$ cat src/design/idll_pkg.sv
package idll_pkg;

	typedef logic signed [10:0] link_t;

	localparam int IDLL_NODES = 1024;
	localparam link_t LINK_NULL = 11'sh7FF;

	localparam logic [2:0] CMD_LOAD       = 3'd0;
	localparam logic [2:0] CMD_RESTART    = 3'd1;
	localparam logic [2:0] CMD_INS_BEFORE = 3'd2;
	localparam logic [2:0] CMD_INS_AFTER  = 3'd3;
	localparam logic [2:0] CMD_REMOVE     = 3'd4;
	localparam logic [2:0] CMD_READ       = 3'd5;

	localparam logic [1:0] STAT_OK   = 2'd0;
	localparam logic [1:0] STAT_FULL = 2'd1;
	localparam logic [1:0] STAT_NULL = 2'd2;

	localparam logic [1:0] REG_HEAD  = 2'd0;
	localparam logic [1:0] REG_TAIL  = 2'd1;
	localparam logic [1:0] REG_COUNT = 2'd2;

	typedef struct packed {
		link_t       head;
		link_t       tail;
		logic [10:0] count;
	} cfg_t;

	typedef struct packed {
		logic accept;
		logic exec;
		logic step2;
		logic finish;
	} ctrl_cmd_t;

	typedef struct packed {
		logic two_step;
	} dp_stat_t;

endpackage

$ cat src/design/idll_ctrl.sv
module idll_ctrl (
	input  logic                  clk,
	input  logic                  arst_n,
	input  logic                  start,
	output logic                  busy,
	input  idll_pkg::dp_stat_t    stat,
	output idll_pkg::ctrl_cmd_t   ctl
);
	import idll_pkg::*;

	typedef enum logic [2:0] {
		S_IDLE  = 3'b001,
		S_EXEC  = 3'b010,
		S_STEP2 = 3'b100
	} state_t;

	state_t state_q, state_d;

	assign busy       = (state_q != S_IDLE);
	assign ctl.accept = start && (state_q == S_IDLE);
	assign ctl.exec   = (state_q == S_EXEC);
	assign ctl.step2  = (state_q == S_STEP2);
	assign ctl.finish = (ctl.exec && !stat.two_step) || ctl.step2;

	always_comb begin
		state_d = state_q;
		unique case (state_q)
			S_IDLE:  if (start) state_d = S_EXEC;
			S_EXEC:  state_d = stat.two_step ? S_STEP2 : S_IDLE;
			S_STEP2: state_d = S_IDLE;
			default: state_d = S_IDLE;
		endcase
	end

	always_ff @(posedge clk or negedge arst_n) begin
		if (!arst_n) begin
			state_q <= S_IDLE;
		end else begin
			state_q <= state_d;
		end
	end

	a_accept_exec: assert property (@(posedge clk) disable iff (!arst_n)
		(start && state_q == S_IDLE) |=> state_q == S_EXEC)
		else $error("accepted command did not enter execute");

	a_step2_done: assert property (@(posedge clk) disable iff (!arst_n)
		(state_q == S_STEP2) |=> state_q == S_IDLE)
		else $error("second link write step did not return to idle");

	a_single_exec: assert property (@(posedge clk) disable iff (!arst_n)
		(state_q == S_EXEC && !stat.two_step) |=> state_q == S_IDLE)
		else $error("single-step command did not return to idle");

endmodule

$ cat config.mk
export PLATFORM = sky130hd
export DESIGN_NAME = idll_ctrl
export DESIGN_NICKNAME = d
export VERILOG_FILES = /design/src/design/idll_pkg.sv /design/src/design/idll_ctrl.sv
export SDC_FILE = /design/constraint.sdc
export NUM_CORES = 1
export LEC_CHECK = 0
export BUFFER_PORTS_ARGS = -buffer_cell sky130_fd_sc_hd__clkbuf_2
export CAP_MARGIN = 20
export CORE_AREA = 8 8 45 47
export DETAILED_ROUTE_END_ITERATION = 8
export DIE_AREA = 0 0 53 55
export PLACE_DENSITY = 0.37
export SETUP_SLACK_MARGIN = 0.1
export SKIP_CTS_REPAIR_TIMING = 1
export SLEW_MARGIN = 10
export SYNTH_ARGS = -nofsm -noshare
export SYNTH_HDL_FRONTEND = slang
export SYNTH_SLANG_ARGS = --single-unit
$ cat constraint.sdc
create_clock -name clk -period 1.2 [get_ports clk]
set_input_delay 0.06 -clock clk [delete_from_list [all_inputs] [get_ports clk]]
set_output_delay 0.06 -clock clk [all_outputs]
set_load 0.05 [all_outputs]
==> Word-level counts from Yosys, hierarchy flattened <==
Cells that the tools add are included.
{ "classes": {"n_eq_ne": 5, "mux": 3, "reduce_logical": 4} }
{ "op_table": {"columns": ["operator", "count"], "rows": [
  ["two-way mux 3 bit", 2],
  ["one-hot mux 3 bit (2 select lines)", 1],
  ["equality test 3 x 1 -> 1 bit (second input constant)", 1],
  ["equality test 3 x 2 -> 1 bit (second input constant)", 1],
  ["equality test 3 bit (second input constant)", 1],
  ["inequality test 3 x 1 -> 1 bit (second input constant)", 1],
  ["logical AND 1 bit", 2],
  ["inequality test 2 bit (second input constant)", 1],
  ["zero test 1 bit", 1],
  ["logical OR 1 bit", 1]
]} }
{ "totals": {"ff_bits": 3, "in_bits": 4, "output_inout_bits": 5, "wordCells": 13} }

==> Logic depth before layout (Yosys ltp) <==
{ "logic_depth": {"depth_word": 3, "mapped_depth": 2, "depth_no_buf": 2} }

==> Worst setup path after synthesis <==
No wires, ideal clock.
{ "synth_path": {"path_kind": "register to output", "startpoint": "register state_q[1]", "endpoint": "output ctl[0] in the netlist's numbering", "arrival_time_ps": 1585, "required_time_ps": 1140, "slack_ps": -445, "stages_incl_launch_ff": 3, "path_buffers": 0, "path_cell_list": "dfrtp_1 > nor3b_2 > or2_1"} }
{ "synth_rtl": {"columns": ["element", "line_no", "rtl"], "rows": [
  ["start: declaration", "idll_ctrl.sv:17", "state_t state_q, state_d;"],
  ["start signal: assignment", "idll_ctrl.sv:39", "state_q <= state_d;"],
  ["end: declaration", "idll_ctrl.sv:7", "output idll_pkg::ctrl_cmd_t ctl"]
]} }

==> run summary <==
period utilisation layout = 1.152
All-Layer GR Usage = 0.04101
Synth Flop Type = sky130_fd_sc_hd__dfrtp_1
number of flip-flops under the largest register name = 3
wire length of the first global-routing pass = 800 µm
TritonCTS clock tree = done
Detailed Route Iter0 Violations = 0
Worst Setup SP = state_q[0]
delay-heaviest family, CP = flip-flops
height of the chip = 55 µm
maximum clock frequency = 0.7236 GHz
number of max-cap violations = 0
worst slew pin tran = 203.7 ps
Synth top area share = 0.3008
Buf+Inv Stages, Crit Path = 1
count of standard-cell rows = 14
net switching power figure = 212.8 µW
final core utilization = 0.2505
H-tree depth = 1
Synth Cell Area = 166.4 µm²
Worst Path Required = 1140 ps
sequential element share of the synthesized area = 0.4586
Synth area leader = sky130_fd_sc_hd__dfrtp_1
crit path max fanout = 7
Leakage Power = 0.1478 nW
final setup violation count = 3
share of total power in combinational logic = 0.402
I/O pin count = 9
Area growth, synth to finish = 108.3%
final hold viol count = 0
number of global-route vias before repair = 177
final standard cell count with taps included and fillers excluded = 44
Port-buffer cells = 8
number of pins with negative max-slew slack in the final report = 0
master of the slowest instance on the critical path = sky130_fd_sc_hd__dfstp_2
Pre-antenna DRT Iters = 1
pin count of the biggest net entering global routing = 8
Worst slew margin = 0.8638
average cell area after synthesis = 12.80 µm²
clock latency of the later-clocked register in the worst-skew pair = 230 ps
Reg-to-Reg Start = state_q[0]
largest reg by FF count = state_q
number of vias per cell after detailed routing = 3.705
placeable core area = 1384 µm²
Final GP Congestion = 0.5774
Max IR drop VDD = 0.5269 mV
number of remaining DRC errors = 0
placed cell count = 38
worst hold-check path type = primary input to async pin
sequence of cells on the critical path = nor4b_2 > or2_4 > buf_6
ratio of cells with drive above 1 in the final layout = 0.8571
number of vias in the routed layout = 163
yosys synthesis warning count = 0
syn nets = 17
clock network fraction of design power = 0.312
number of synthesized register bits = 3
Yosys cell types = 12
Synth Instances = 13
per-cell routed wire length = 11.39 µm
Ant. Diodes = 0
CP arrival = 1320 ps
worst setup skew after layout = 1.210 ps
GRT overflow = 0
top cells by area in the synthesized netlist = sky130_fd_sc_hd__dfrtp_1 30%, sky130_fd_sc_hd__dfstp_2 16%, sky130_fd_sc_hd__and4bb_4 9.8%
width of the chip = 53 µm
clock slew at the register clock pins of the worst setup and hold paths = 40 ps
type of element capturing the critical path = output pin
DRT Wirelength = 501 µm
RSZ-0062 raised after global routing = yes
run status = finished with violations
die footprint = 2915 µm²
classification of the worst setup path = flop to output pin
switching power as a share of total power = 0.3739
TritonCTS buffer count = 3
critical path startpoint category = flop
internal cell power = 356.3 µW
overall power consumption = 569.2 µW
number of antenna violations at the first check in global routing = 0
count of flip-flops with a built-in enable after synthesis = 0
power per cell area = 1642 nW/µm²
Num Clock Sinks = 3
biggest regs = state_q (3)
worst hold margin = 149.9 ps
Flop pwr share = 0.286
Net count, final = 33
setup slack after layout = -182.0 ps
Root Buffer = sky130_fd_sc_hd__clkbuf_4
starting utilization of the core area = 0.1203
time the worst path needs with I/O delays and setup = 1382 ps
violated checks = negative setup slack
number of buffers between clock root and the deepest sink = 2
most numerous cell in the Yosys netlist = sky130_fd_sc_hd__dfrtp_1
Slowest Stage Delay on Critical Path = 620 ps
async set-reset flop share out of synthesis = 1.000
final antenna-violating net count = 0
final timing paths:
| kind | end | slack, ps | cells after the start |
|---|---|---|---|
| setup / recovery | ctl[0] | -180 | 3 |
| hold / removal | state_q[2] | 150 | 2 |
| setup reg to reg | state_q[0] | 100 | 3 |
| hold reg to reg | state_q[1] | 700 | 1 |
| max in group asynchronous | state_q[0] | 850 | 2 |
| min in group clk | state_q[1] | 180 | 2 |
layer usage:
| metal | track usage | part of all wire |
|---|---|---|
| met5 | 0 | 0 |
| met1 | 0.04262 | 0.44 |
| met2 | 0.04297 | 0.39 |
| met3 | 0.03476 | 0.17 |
| met4 | 0.05172 | 0 |
worst reg2reg max path: stages (launching register included):
cell and delay [ps]:
sky130_fd_sc_hd__dfstp_2 620, sky130_fd_sc_hd__and4bb_4 270, sky130_fd_sc_hd__buf_4 110, sky130_fd_sc_hd__nor2_2 30
power groups by stage:
| stage | Clock [mW] | Combinational [mW] | Sequential, mW |
|---|---|---|---|
| 2_1_floorplan | 0 | 0.135 | 0.148 |
| 3_5_place_dp | 0 | 0.172 | 0.155 |
| 4_1_cts | 0.188 | 0.172 | 0.154 |
| 3_3_place_gp | 0 | 0.169 | 0.151 |
| 6_report | 0.178 | 0.229 | 0.163 |
| 5_1_grt | 0.200 | 0.240 | 0.166 |
cell families after synthesis:
| kind of cell | synth area share |
|---|---|
| and+or+nand+nor | 0.5414 |
| DFF | 0.4587 |
layout make-up:
type                       instances  area, µm²
clock buffer                       4      26.28
timing repair buffer              11      103.9
tap                               16      20.02
sequential                         3      78.83
fill                             149       1037
multi-input combinational         10      117.6
per-stage QoR:
step / setup TNS, ps / setup WS (ps) / instance area, µm²
final: -330.6 / -182.0 / 346.6
after global placement: 0 / 13.43 / 247.7
after detailed placement: -64.85 / -64.85 / 247.7
after CTS: -832.7 / -329.8 / 274.0
after global routing: -512.3 / -225.9 / 346.6
after floorplan: -121.5 / -121.5 / 180.2
cells in the final DEF, fill, tap and decap left out, drive strengths merged:
master	count
buf	7
clkbuf	7
and4bb	3
dfrtp	2
nor3b	2
nor2	2
nand2	1
nor4b	1
or2	1
dlygate4sd3	1
dfstp	1
(Power assumes the default switching activity.)
