[src/design/idll_pkg.sv]
package idll_pkg;

	typedef logic signed [10:0] link_t;

	localparam int IDLL_NODES = 1024;
	localparam link_t LINK_NULL = 11'sh7FF;

	localparam logic [2:0] CMD_LOAD       = 3'd0;
	localparam logic [2:0] CMD_RESTART    = 3'd1;
	localparam logic [2:0] CMD_INS_BEFORE = 3'd2;
	localparam logic [2:0] CMD_INS_AFTER  = 3'd3;
	localparam logic [2:0] CMD_REMOVE     = 3'd4;
	localparam logic [2:0] CMD_READ       = 3'd5;

	localparam logic [1:0] STAT_OK   = 2'd0;
	localparam logic [1:0] STAT_FULL = 2'd1;
	localparam logic [1:0] STAT_NULL = 2'd2;

	localparam logic [1:0] REG_HEAD  = 2'd0;
	localparam logic [1:0] REG_TAIL  = 2'd1;
	localparam logic [1:0] REG_COUNT = 2'd2;

	typedef struct packed {
		link_t       head;
		link_t       tail;
		logic [10:0] count;
	} cfg_t;

	typedef struct packed {
		logic accept;
		logic exec;
		logic step2;
		logic finish;
	} ctrl_cmd_t;

	typedef struct packed {
		logic two_step;
	} dp_stat_t;

endpackage

[src/design/idll_regs.sv]
module idll_regs (
	input  logic              clk,
	input  logic              arst_n,
	input  logic              psel,
	input  logic              penable,
	input  logic              pwrite,
	input  logic [3:0]        paddr,
	input  logic [31:0]       pwdata,
	output logic [31:0]       prdata,
	output logic              pready,
	output idll_pkg::cfg_t    cfg
);
	import idll_pkg::*;

	cfg_t cfg_q;
	logic wr_en;

	assign pready = 1'b1;
	assign wr_en  = psel && penable && pwrite;
	assign cfg    = cfg_q;

	always_ff @(posedge clk or negedge arst_n) begin
		if (!arst_n) begin
			cfg_q.head  <= LINK_NULL;
			cfg_q.tail  <= LINK_NULL;
			cfg_q.count <= '0;
		end else if (wr_en) begin
			unique case (paddr[3:2])
				REG_HEAD:  cfg_q.head  <= link_t'(pwdata[10:0]);
				REG_TAIL:  cfg_q.tail  <= link_t'(pwdata[10:0]);
				REG_COUNT: cfg_q.count <= pwdata[10:0];
				default: ;
			endcase
		end
	end

	always_comb begin
		unique case (paddr[3:2])
			REG_HEAD:  prdata = 32'(cfg_q.head);
			REG_TAIL:  prdata = 32'(cfg_q.tail);
			REG_COUNT: prdata = 32'(cfg_q.count);
			default:   prdata = '0;
		endcase
	end

endmodule

[config.mk]
export PLATFORM = sky130hd
export DESIGN_NAME = idll_regs
export DESIGN_NICKNAME = d
export VERILOG_FILES = /design/src/design/idll_pkg.sv /design/src/design/idll_regs.sv
export SDC_FILE = /design/constraint.sdc
export NUM_CORES = 1
export LEC_CHECK = 0
export BUFFER_PORTS_ARGS = -buffer_cell sky130_fd_sc_hd__buf_2
export CAP_MARGIN = 10
export CORE_MARGIN = 2
export CORE_UTILIZATION = 38
export DETAILED_ROUTE_END_ITERATION = 10
export PLACE_DENSITY = 0.85
export SYNTH_ARGS = -nofsm -noshare
export SYNTH_HDL_FRONTEND = slang
export SYNTH_SLANG_ARGS = --single-unit
export TNS_END_PERCENT = 100
[constraint.sdc]
create_clock -name clk -period 2.3 [get_ports clk]
set_input_delay 0.46 -clock clk [delete_from_list [all_inputs] [get_ports clk]]
set_output_delay 0.46 -clock clk [all_outputs]
set_load 0.01 [all_outputs]
Word level (Yosys, flattened, before mapping)
Cells that the tools add are included.
{ "totals": {"ff_bits": 33, "out_inout_bits": 66, "ram_bits": 0, "rom_bits": 0, "latchBits": 0, "elab_cells": 12, "mem_count": 0, "in_bits": 41} }
{ "classes": {"mux": 1, "add_sub_neg": 0, "magnitude_cmp": 0, "bitwise_logic": 0, "n_eq_ne": 2, "n_reduce_logical": 6, "mul": 0, "shift": 0, "div": 0} }
{ "ops": {"columns": ["op", "count"], "rows": [
  ["one-hot mux 32 bit (3 select lines)", 1],
  ["AND reduction 2 bit", 3],
  ["== test 2 x 1 -> 1 bit (second input constant)", 1],
  ["== test 2 bit (second input constant)", 1],
  ["logical AND 1 bit", 2],
  ["logical NOT 2 bit", 1]
]} }

Logic depth before layout (Yosys ltp)
{ "depth": {"word_depth": 3, "mapped_depth": 5, "ltp_nobuf": 3} }

Least setup slack after synthesis
Ideal clock, no wire load.
{ "synth_timing": {"kind": "input-to-output", "start": "input paddr[3]", "end": "output prdata[12]", "arrival_ns": 1.898, "path_stages": 4, "setup_slack_ns": -0.058, "path_buffers": 3, "t_required_ns": 1.840, "path_cell_list": "buf_2 -> buf_2 -> nor2_1 -> buf_4"} }
{ "synth_between": {"elab_chain_cells": 2, "elab_cells_between_ends": 4, "classes_between": "eq/ne: 2; mux: 1; reduce/logical: 1"} }
{ "synth_lines": {"columns": ["element", "line", "source"], "rows": [
  ["from (decl)", "idll_regs.sv:7", "input logic [3:0] paddr,"],
  ["== test 2 bit, or another cell as far along", "idll_regs.sv:38", "unique case (paddr[3:2])"],
  ["one-hot mux 32 bit (3 select lines) (*)", "idll_regs.sv:38", null],
  ["to (decl)", "idll_regs.sv:9", "output logic [31:0] prdata,"]
]} }
Every way passes the cells marked *; elsewhere a longest branch is shown, timed or not.

Final worst setup path
{ "layout_timing": {"start": "input paddr[2]", "end": "output prdata[9]"} }
Same word-level chain as after synthesis.

==> results.toml <==
[clock_tree]
cts-htree-levels = 2
cts_buffers = 5
cts-hold-fix-buffers = 0
cts.path.max_buffers = 2
path_clk_slew_ns = 0.07
numClockSinks = 33
ctsRootBufferMaster = "clkbuf_8"
cts_setup_buffers = 0
worst_skew_pair.late_latency_ns = 0.28
post_cts_resize_count = 0
cts_tree = "yes"

[critical_path]
endpoint_kind = "output port"
crit_required_ns = 1.84
path_class = "in -> out"
critPathMaxStageDelay_ns = 0.74
start_kind = "input port"
rr_worst_depth = 1
arrival_ns = 1.70
cp_common_cell = "buf_2"
cp-startpoint = "paddr[2]"
endpoint = "prdata[9]"
critPathSlowestCell = "nor2b_1"
timing.rr.start = "cfg[0]"
crit_fanout = 10
r2r_setup_slack_ns = 1.52
worstReg2RegEnd = "cfg[0]"
crit_chain = "buf_2 -> nor2b_1 -> nand2_1 -> o21ai_0 -> buf_2"

[cells_and_area]
nets = 242
fin_cells = 254
largest_reg_flops = 33
drive_gt1_frac = 0.777
fillers = 403
regArea_um2 = 853
multi_input_area_um2 = 671
n_antenna_cell = 0
synthToLayoutAreaGrowth_pct = 25.6

[detailed_routing]
wl_per_cell_um = 15.1
initialDrtViolationCount = 20
first_pass_iters = 4
wl_um = 3830
vias = 1257
remaining_drc_errors = 0
post_drt_via_cell_ratio = 4.95
ant_nets = 0

[timing]
hold_violations = 0
min_period_ns = 2.16
fmax_mhz = 463
drv_slew = 0
finalHoldWorstSlack_ns = 0.223
fin_setup_tns_ns = 0
rsz0062_at_grt = "no"
min_period_over_period = 0.940
setup-violations-final = 0
worst_slew_pin_slew_ns = 0.938
timing.final.ws_setup_ns = 0.138
final.setup_skew_ns = 0
slew_headroom = 0.373

[pwr]
power_mw = 1.99
pwr-share-clk = 0.238
p_seq_frac = 0.447
power.leakage_nw = 1.12
power_density_nw_per_um2 = 924
combPwrFrac = 0.315
switchingPower_mw = 0.611
switching_share = 0.307
peakVddDrop_mv = 0.423
internal_power_mw = 1.38

[placed_design]
pre_cts_slack_ns = 0.138
placed_cells = 246
place.gp.congestion = 0.658
port_buffers = 82
hpwlAfterDp_um = 2770

[floorplan]
die_area_um2 = 5060
die_x_um = 71.1
coreArea_um2 = 4350
rows = 24
dieHeight_um = 71.1
initial_utilization = 0.393
num_io_pins = 107

[synthesis]
postSynthAreaPerCell_um2 = 12.8
syn_inst = 134
synth_cell_types = 20
ys_seq_area_frac = 0.499
syn_area_um2 = 1710
ys.warnings.count = 0
syn-num-nets = 175
ys_seq_elements = 33

[min_path]
hold_class = "in -> async"

[global_route]
grt_pass1_wl_um = 6090
grt_usage = 0.160
antenna_found_initial = 0
grt_pass1_vias = 1200
grt_overflow_total = 0
grt_max_degree = 34

[flow_run]
cap_violations = 0

[status]
outcome = "finished clean"
## through the flow
step           cell area [um2]  utilization
2_1_floorplan             1710            -
3_3_place_gp              2050        0.470
3_5_place_dp              2050        0.470
4_1_cts                   2150        0.494
5_1_grt                   2150        0.494
6_report                  2150        0.494
## critical path: cells and delay by family
kind                   cells  cell delay [ns]
and+or+nand+nor            2             0.85
AOI/OAI and AO/OA          1             0.13
buffers and inverters      2             0.26
## power groups by stage
stage	Clock (mW)	Combinational [mW]	Sequential, mW
floorplan	0	0.352	0.951
global placement	0	0.620	0.887
detailed placement	0	0.636	0.896
CTS	0.490	0.637	0.887
global route	0.523	0.684	0.908
finish	0.474	0.626	0.888
## worst min path at each step
stage           start     end  slack (ns)  depth (start not counted)
5_1_grt        arst_n  cfg[3]        0.27                          1
4_1_cts        arst_n  cfg[3]        0.24                          1
2_1_floorplan  arst_n  cfg[0]        0.16                          0
6_report       arst_n  cfg[3]        0.22                          1
3_3_place_gp   cfg[4]  cfg[4]        0.51                          1
3_5_place_dp   cfg[5]  cfg[5]        0.52                          1
## Yosys cell counts
library cell / count / area share
mux2_2: 23 / 0.15
dfstp_2: 22 / 0.34
buf_4: 21 / 0.092
dfrtp_1: 11 / 0.16
mux2i_1: 11 / 0.064
mux2_4: 10 / 0.088
nand2_1: 10 / 0.022
o21ai_0: 10 / 0.029
buf_2: 4 / 0.012
clkbuf_1: 2 / 0.0044
a31o_2: 1 / 0.0051
buf_6: 1 / 0.0066
conb_1: 1 / 0.0022
inv_2: 1 / 0.0022
nand3_1: 1 / 0.0029
nor2_1: 1 / 0.0022
nor2b_1: 1 / 0.0037
nor3_1: 1 / 0.0029
nor3b_1: 1 / 0.0044
or3_4: 1 / 0.0066
## cell type report
cell class                      instances  area share
Multi-Input combinational cell         72       0.312
Tap cell                               52      0.0303
Timing Repair Buffer                   88       0.212
Clock inverter                          1     0.00233
Inverter                                1     0.00175
Clock buffer                            7      0.0448
Sequential cell                        33       0.397
## cell families after synthesis
family                 count (synthesis)  share of synthesized area
muxes                                 44                      0.303
DFF                                   33                      0.499
other                                  1                    0.00219
buffers and inverters                 29                      0.117
and+or+nand+nor                       16                     0.0446
AOI/OAI and AO/OA                     11                     0.0344
## placed cells by master, fill, tap and decap left out, drive strengths merged
| master | n |
|---|---|
| nor3 | 1 |
| or3 | 1 |
| clkbuf | 7 |
| nor2b | 1 |
| nor3b | 1 |
| mux2 | 33 |
| clkinv | 1 |
| nand2 | 10 |
| dfstp | 22 |
| buf | 88 |
| conb | 1 |
| mux2i | 11 |
| dfrtp | 11 |
| nor2 | 1 |
| o21ai | 10 |
| nand3 | 1 |
| a31o | 1 |
| inv | 1 |
## per-layer routing
layer  vias to the layer above  part of all wire  global-route usage
met5                         -                 0                   0
met4                         0             0.020              0.0755
met3                         9             0.072              0.0356
met2                        63              0.48               0.263
met1                       611              0.42               0.200
li1                        574                 -                   -
Note: power is estimated with default switching activity, not from simulation.
